`config.mk`:
```
export PLATFORM = sky130hd
export DESIGN_NAME = rgb_to_hsv_convert_top
export DESIGN_NICKNAME = d
export VERILOG_FILES = /design/src/hdl/rgbhsv_pkg.sv /design/src/hdl/rgbhsv_front.sv /design/src/hdl/rgbhsv_queue.sv /design/src/hdl/rgbhsv_back.sv /design/src/hdl/rgb_to_hsv_convert_top.sv
export SDC_FILE = /design/constraint.sdc
export NUM_CORES = 1
export LEC_CHECK = 0
export ABC_AREA = 1
export BUFFER_PORTS_ARGS = -buffer_cell sky130_fd_sc_hd__buf_2
export CAP_MARGIN = 0
export CORE_UTILIZATION = 45
export DETAILED_ROUTE_END_ITERATION = 10
export GPL_ROUTABILITY_DRIVEN = 0
export PLACE_DENSITY = 0.68
export SYNTH_ARGS = -nofsm -noshare
export SYNTH_HDL_FRONTEND = slang
export SYNTH_HIERARCHICAL = 1
export SYNTH_SLANG_ARGS = --single-unit
```
`constraint.sdc`:
```
create_clock -name clk -period 17.83 [get_ports clk]
set_clock_uncertainty 0.2 [all_clocks]
set_input_delay 3.566 -clock clk [delete_from_list [all_inputs] [get_ports clk]]
set_output_delay 3.566 -clock clk [all_outputs]
set_load 0.01 [all_outputs]
```
`src/hdl/rgbhsv_pkg.sv`:
```
package rgbhsv_pkg;

  localparam int CHANNEL_BITS      = 8;
  localparam int HUE_FRACTION_BITS = 8;

  // hue is 0 to under 6 sectors: three integer bits above the fraction
  localparam int HUE_BITS  = HUE_FRACTION_BITS + 3;
  // hue numerator is below 6 * chroma
  localparam int NUM_BITS  = CHANNEL_BITS + 3;
  localparam int HDIV_BITS = NUM_BITS + HUE_FRACTION_BITS;
  localparam int SDIV_BITS = 2 * CHANNEL_BITS;
  localparam int STAGES    = (HUE_BITS > CHANNEL_BITS) ? HUE_BITS : CHANNEL_BITS;

  localparam int QUEUE_DEPTH = 4;
  localparam int QPTR_BITS   = $clog2(QUEUE_DEPTH);

  typedef logic [CHANNEL_BITS-1:0] chan_t;

  // classified pixel, ready for the two divisions
  typedef struct packed {
    logic [HDIV_BITS-1:0] hue_div;
    logic [SDIV_BITS-1:0] sat_div;
    chan_t                chroma;
    chan_t                vmax;
    logic                 gray;
  } job_t;

  typedef struct packed {
    logic valid;
    job_t job;
  } job_slot_t;

  // one stage of the divider pipeline
  typedef struct packed {
    chan_t               hue_rem;
    logic [HUE_BITS-1:0] hue_acc;
    chan_t               sat_rem;
    chan_t               sat_acc;
    chan_t               chroma;
    chan_t               vmax;
    logic                gray;
  } stage_t;

  // one restoring division step: returns {quotient bit, new remainder}
  function automatic logic [CHANNEL_BITS:0] div_bit(chan_t rem, logic din, chan_t dvs);
    logic [CHANNEL_BITS:0] trial;
    logic [CHANNEL_BITS:0] diff;
    trial = {rem, din};
    diff  = trial - {1'b0, dvs};
    if (trial >= {1'b0, dvs}) begin
      div_bit = {1'b1, diff[CHANNEL_BITS-1:0]};
    end else begin
      div_bit = {1'b0, trial[CHANNEL_BITS-1:0]};
    end
  endfunction

endpackage

```
`src/hdl/rgbhsv_front.sv`:
```
module rgbhsv_front
  import rgbhsv_pkg::*;
(
  input  logic      clk,
  input  logic      rst,
  input  logic      push,
  output logic      full,
  input  chan_t     red,
  input  chan_t     green,
  input  chan_t     blue,
  input  logic      q_full,
  output job_slot_t q_in
);

  logic  fv;
  job_t  job;
  job_t  job_next;
  logic  load;

  logic                r_max;
  logic                g_max;
  chan_t               vmax;
  chan_t               vmin;
  chan_t               chroma;
  logic [NUM_BITS-1:0] c_ext;
  logic [NUM_BITS-1:0] six_c;
  logic [NUM_BITS-1:0] num;

  always_comb begin
    r_max = (red >= green) && (red >= blue);
    g_max = !r_max && (green >= blue);
    if (r_max) begin
      vmax = red;
    end else if (g_max) begin
      vmax = green;
    end else begin
      vmax = blue;
    end
    vmin = red;
    if (green < vmin) vmin = green;
    if (blue < vmin) vmin = blue;
    chroma = vmax - vmin;
    c_ext  = {3'b000, chroma};
    six_c  = (c_ext << 2) + (c_ext << 1);

    // red sector wraps into the sixth sector when green is below blue
    if (r_max) begin
      if (green >= blue) begin
        num = {3'b000, green} - {3'b000, blue};
      end else begin
        num = six_c - ({3'b000, blue} - {3'b000, green});
      end
    end else if (g_max) begin
      num = (c_ext << 1) + {3'b000, blue} - {3'b000, red};
    end else begin
      num = (c_ext << 2) + {3'b000, red} - {3'b000, green};
    end

    job_next.hue_div = {num, {HUE_FRACTION_BITS{1'b0}}};
    job_next.sat_div = {chroma, {CHANNEL_BITS{1'b0}}} - {{CHANNEL_BITS{1'b0}}, chroma};
    job_next.chroma  = chroma;
    job_next.vmax    = vmax;
    job_next.gray    = (chroma == '0);
  end

  assign load       = !fv || !q_full;
  assign full       = !load;
  assign q_in.valid = fv;
  assign q_in.job   = job;

  always_ff @(posedge clk) begin
    if (rst) begin
      fv <= 1'b0;
    end else if (load) begin
      fv <= push;
    end
  end

  always_ff @(posedge clk) begin
    if (load && push) begin
      job <= job_next;
    end
  end

endmodule

```
`src/hdl/rgbhsv_queue.sv`:
```
module rgbhsv_queue
  import rgbhsv_pkg::*;
(
  input  logic      clk,
  input  logic      rst,
  input  job_slot_t q_in,
  output logic      q_full,
  output job_slot_t q_out,
  input  logic      q_pop
);

  job_t                 slots [QUEUE_DEPTH];
  logic [QPTR_BITS-1:0] wr_ptr;
  logic [QPTR_BITS-1:0] rd_ptr;
  logic [QPTR_BITS:0]   count;
  logic                 do_push;
  logic                 do_pop;

  assign q_full      = (count == (QPTR_BITS+1)'(QUEUE_DEPTH));
  assign q_out.valid = (count != '0);
  assign q_out.job   = slots[rd_ptr];
  assign do_push     = q_in.valid && !q_full;
  assign do_pop      = q_pop && q_out.valid;

  always_ff @(posedge clk) begin
    if (rst) begin
      wr_ptr <= '0;
      rd_ptr <= '0;
      count  <= '0;
    end else begin
      if (do_push) begin
        wr_ptr <= (wr_ptr == QPTR_BITS'(QUEUE_DEPTH-1)) ? '0 : wr_ptr + 1'b1;
      end
      if (do_pop) begin
        rd_ptr <= (rd_ptr == QPTR_BITS'(QUEUE_DEPTH-1)) ? '0 : rd_ptr + 1'b1;
      end
      if (do_push && !do_pop) begin
        count <= count + 1'b1;
      end else if (do_pop && !do_push) begin
        count <= count - 1'b1;
      end
    end
  end

  always_ff @(posedge clk) begin
    if (do_push) begin
      slots[wr_ptr] <= q_in.job;
    end
  end

endmodule

```
`src/hdl/rgbhsv_back.sv`:
```
module rgbhsv_back
  import rgbhsv_pkg::*;
(
  input  logic                clk,
  input  logic                rst,
  input  job_slot_t           q_out,
  output logic                q_pop,
  output logic                empty,
  input  logic                pop,
  output logic [HUE_BITS-1:0] hue,
  output chan_t               saturation,
  output chan_t               brightness
);

  stage_t st  [STAGES];
  logic   sv  [STAGES];
  stage_t src [STAGES];
  stage_t nxt [STAGES];
  logic   adv;

  logic [CHANNEL_BITS:0] hres;
  logic [CHANNEL_BITS:0] sres;

  // whole pipeline moves unless the finished item is stuck at the output
  assign adv   = !sv[STAGES-1] || pop;
  assign q_pop = adv && q_out.valid;

  always_comb begin
    hres = '0;
    sres = '0;
    src[0].hue_rem = q_out.job.hue_div[HDIV_BITS-1:HUE_BITS];
    src[0].hue_acc = q_out.job.hue_div[HUE_BITS-1:0];
    src[0].sat_rem = q_out.job.sat_div[SDIV_BITS-1:CHANNEL_BITS];
    src[0].sat_acc = q_out.job.sat_div[CHANNEL_BITS-1:0];
    src[0].chroma  = q_out.job.chroma;
    src[0].vmax    = q_out.job.vmax;
    src[0].gray    = q_out.job.gray;
    for (int k = 1; k < STAGES; k++) begin
      src[k] = st[k-1];
    end
    for (int k = 0; k < STAGES; k++) begin
      nxt[k] = src[k];
      if (k < HUE_BITS) begin
        hres = div_bit(src[k].hue_rem, src[k].hue_acc[HUE_BITS-1], src[k].chroma);
        nxt[k].hue_rem = hres[CHANNEL_BITS-1:0];
        nxt[k].hue_acc = {src[k].hue_acc[HUE_BITS-2:0], hres[CHANNEL_BITS]};
      end
      if (k < CHANNEL_BITS) begin
        sres = div_bit(src[k].sat_rem, src[k].sat_acc[CHANNEL_BITS-1], src[k].vmax);
        nxt[k].sat_rem = sres[CHANNEL_BITS-1:0];
        nxt[k].sat_acc = {src[k].sat_acc[CHANNEL_BITS-2:0], sres[CHANNEL_BITS]};
      end
    end
  end

  always_ff @(posedge clk) begin
    if (rst) begin
      for (int k = 0; k < STAGES; k++) begin
        sv[k] <= 1'b0;
      end
    end else if (adv) begin
      sv[0] <= q_out.valid;
      for (int k = 1; k < STAGES; k++) begin
        sv[k] <= sv[k-1];
      end
    end
  end

  always_ff @(posedge clk) begin
    if (adv) begin
      for (int k = 0; k < STAGES; k++) begin
        st[k] <= nxt[k];
      end
    end
  end

  // grey and black pixels carry no hue or saturation
  assign empty      = !sv[STAGES-1];
  assign hue        = st[STAGES-1].gray ? '0 : st[STAGES-1].hue_acc;
  assign saturation = st[STAGES-1].gray ? '0 : st[STAGES-1].sat_acc;
  assign brightness = st[STAGES-1].vmax;

endmodule

```
`src/hdl/rgb_to_hsv_convert_top.sv`:
```
// Channel   Handshake          Payload
// pixel     push / full        red, green, blue
// result    empty / pop        hue, saturation, brightness
//
// One pixel per clock sustained while results are popped. A pixel passes
// through the classify register, the 4-entry queue and the divider pipeline,
// which yields one hue quotient bit per stage and one saturation bit in each of
// the first 8 stages.
// Reset clears all valid flags, queue pointers and the queue count; nothing else is cleared.
// A waiting result holds the divider pipeline; the queue and the classify
// register then take up to five more pixels before full rises.
module rgb_to_hsv_convert_top
  import rgbhsv_pkg::*;
(
  input  logic                clk,
  input  logic                rst,
  input  logic                push,
  output logic                full,
  input  chan_t               red,
  input  chan_t               green,
  input  chan_t               blue,
  output logic                empty,
  input  logic                pop,
  output logic [HUE_BITS-1:0] hue,
  output chan_t               saturation,
  output chan_t               brightness
);

  job_slot_t q_in;
  job_slot_t q_out;
  logic      q_full;
  logic      q_pop;

  rgbhsv_front u_front (
    .clk    (clk),
    .rst    (rst),
    .push   (push),
    .full   (full),
    .red    (red),
    .green  (green),
    .blue   (blue),
    .q_full (q_full),
    .q_in   (q_in)
  );

  rgbhsv_queue u_queue (
    .clk    (clk),
    .rst    (rst),
    .q_in   (q_in),
    .q_full (q_full),
    .q_out  (q_out),
    .q_pop  (q_pop)
  );

  rgbhsv_back u_back (
    .clk        (clk),
    .rst        (rst),
    .q_out      (q_out),
    .q_pop      (q_pop),
    .empty      (empty),
    .pop        (pop),
    .hue        (hue),
    .saturation (saturation),
    .brightness (brightness)
  );

endmodule
```
==> flow_summary.yaml <==
floorplanning:
  initial_utilization: 0.456
  die_w_um: 305
  fp.dieH_um: 305
  core-area_um2: 90400
  die_area_um2: 92900
  num_io_pins: 57
  rows: 110
drt:
  antenna_left: 0
  wire_per_inst_um: 14.5
  wl_um: 74300
  dr.first_iter.drc_count: 1500
  firstDrtPassIters: 5
  vias_per_cell: 5.00
  drc: 0
  vias: 25600
layout:
  final-seq-area_um2: 23800
  layout_common_cells: "nand2_1, edfxtp_1, inv_1"
  stdcell_area_um2: 45600
  nFillCells: 7763
  multiInputGateArea_um2: 14800
  drive_gt1_frac: 0.123
  nets: 4191
  diodes: 0
  final_common_cell: "nand2_1"
  area_growth_pct: 10.4
clock_tree:
  cts_hold_buf: 0
  clkTransAtPathRegs_ns: 0.05
  cts-root-buf: "clkbuf_16"
  clockBufferDepth: 3
  clkLatencyLatePin_ns: 0.63
  tritoncts: "done"
  cts.sinks: 796
  post_cts_resized: 0
  cts_made_buffers: 85
  post_cts_buffers: 0
  h-tree-depth: 3
synth:
  synth_warnings: 6
  ys_ff_latch: 796
  synth.avg_cell_area_um2: 10.9
  syn_area_um2: 41300
  ys.flop_type: "edfxtp_1"
  synth_edf_count: 786
  seq_area_frac_synth: 0.577
  synthCells: 3792
  async_reset_ff_frac: 0
  ys_types: 53
sta:
  drv_slew: 0
  period_needed_ns: 9.76
  hold-worst-slack_ns: 0.204
  relSlewSlack: 0.299
  tightest_slew_ns: 1.05
  final_hold_viol_count: 0
  rsz0062_at_grt: "no"
  post-route-period-util: 0.548
  setup_tns_ns: 0
  fmax_mhz: 102
  setup_viol: 0
setup_path:
  cp_top_family: "compound AO/OA/AOI/OAI gates"
  crit_type: "primary input to register"
  startpoint_type: "primary input"
  max_stage_delay_ns: 0.54
  critPathSlowestCell: "fa_1"
  critPathRequiredTime_ns: 18.01
  path_max_fanout: 16
  setup.worst_path.start: "red[7]"
  path_buf_inv: 5
  worst_setup_path_end_kind: "register"
  cp.arrival_ns: 9.94
place:
  portBuffers: 56
  placed_area_um2: 42600
  dp_hpwl_um: 51000
global_route:
  grt_max_degree: 204
  track_usage: 0.160
  grt_pass1_vias: 25500
  grt_pass1_wl_um: 123000
  overflow: 0
  antenna_found_initial: 0
worst_hold_path:
  min_path_type: "register to register"
  hp-start: "u_back/st[2][33]$_DFFE_PN_"
outcome:
  status: "complete, no violations"
run:
  cap_violations: 0
-- metrics by stage --
step | utilization | worst slack, ns | cells
after floorplan | - | 5.85 | 3799
after global placement | 0.472 | 7.71 | 4964
after detailed placement | 0.472 | 7.51 | 4964
after CTS | 0.504 | 8.20 | 5114
after global routing | 0.504 | 7.52 | 5114
final | 0.504 | 8.07 | 5114
-- worst register-to-register path, stage by stage (launching register included) --
cell,delay [ns]
dfxtp_2,0.42
inv_4,0.77
buf_4,0.80
o21ai_0,0.19
o22ai_1,0.39
ha_1,0.34
inv_1,0.12
nor2_1,0.06
nand3b_1,0.11
nor2_2,0.05
nor2_4,0.24
nand2_4,0.16
nand2_1,0.09
nand2_1,0.06
-- registers in the layout, summed over array words and instances (netlist names), named ones only --
| register | cells |
|---|---|
| u_queue/rd_ptr | 2 |
| u_back/st | 524 |
| u_back/sv | 11 |
| u_queue/wr_ptr | 2 |
| u_queue/slots | 208 |
| u_front/q_in | 43 |
| u_queue/count | 3 |
| u_front/fv | 1 |
-- layer usage --
layer	global-route usage	vias to the layer above	routed length [µm]
li1	-	12900	-
met4	0.0568	0	2250
met3	0.0238	160	2680
met1	0.189	12000	31600
met5	0	-	0
met2	0.294	479	37800
-- logic make-up (layout without fill, tap and decap cells) --
group                      Yosys count  in the layout  share of synthesized area
and+or+nand+nor                   1579           1579                      0.183
DFF                                796            796                      0.577
buffers and inverters              654            793                     0.0664
AOI/OAI and AO/OA                  385            385                     0.0593
adders and majority gates          288            288                     0.0948
xor gates and xnor gates            89             89                     0.0195
other                                1              8                  0.0000909
-- synth_stat cells, types with 22 or more instances --
| library cell | number | area (µm²) |
|---|---|---|
| fa_1 | 41 | 821 |
| a21oi_1 | 109 | 546 |
| buf_4 | 22 | 165 |
| nor2_2 | 22 | 138 |
| nand3_1 | 263 | 1320 |
| inv_1 | 546 | 2050 |
| nand2_2 | 33 | 206 |
| xnor2_1 | 29 | 254 |
| nor2_1 | 212 | 796 |
| ha_1 | 247 | 3090 |
| clkbuf_1 | 23 | 86.3 |
| nand2_4 | 32 | 360 |
| o22ai_2 | 38 | 475 |
| inv_2 | 26 | 97.6 |
| xor2_1 | 58 | 508 |
| nor2_4 | 55 | 619 |
| nand2_1 | 862 | 3240 |
| o21ai_0 | 146 | 731 |
| edfxtp_1 | 786 | 23600 |
| nand4_1 | 29 | 181 |
-- layout make-up --
| cell class | instances | area share |
|---|---|---|
| clock inverter | 53 | 0.0162 |
| sequential | 796 | 0.522 |
| tap | 1176 | 0.0323 |
| multi-input combinational | 2349 | 0.325 |
| timing repair buffer | 70 | 0.00901 |
| clock buffer | 97 | 0.0481 |
| inverter | 573 | 0.0473 |
-- path summary, 6_finish.rpt --
kind	slack, ns	to	depth (start not counted)
worst min register to register	0.20	u_back/st[3][34]$_DFFE_PN_	0
worst max-delay path	8.07	u_front/q_in[51]$_DFFE_PP_	33
worst max register to register	13.56	u_back/st[0][28]$_DFFE_PN_	13
worst min-delay path	0.20	u_back/st[3][34]$_DFFE_PN_	0
Power is not shown: default switching activity piles up to over one toggle a cycle in this logic, so the estimate is an artifact.
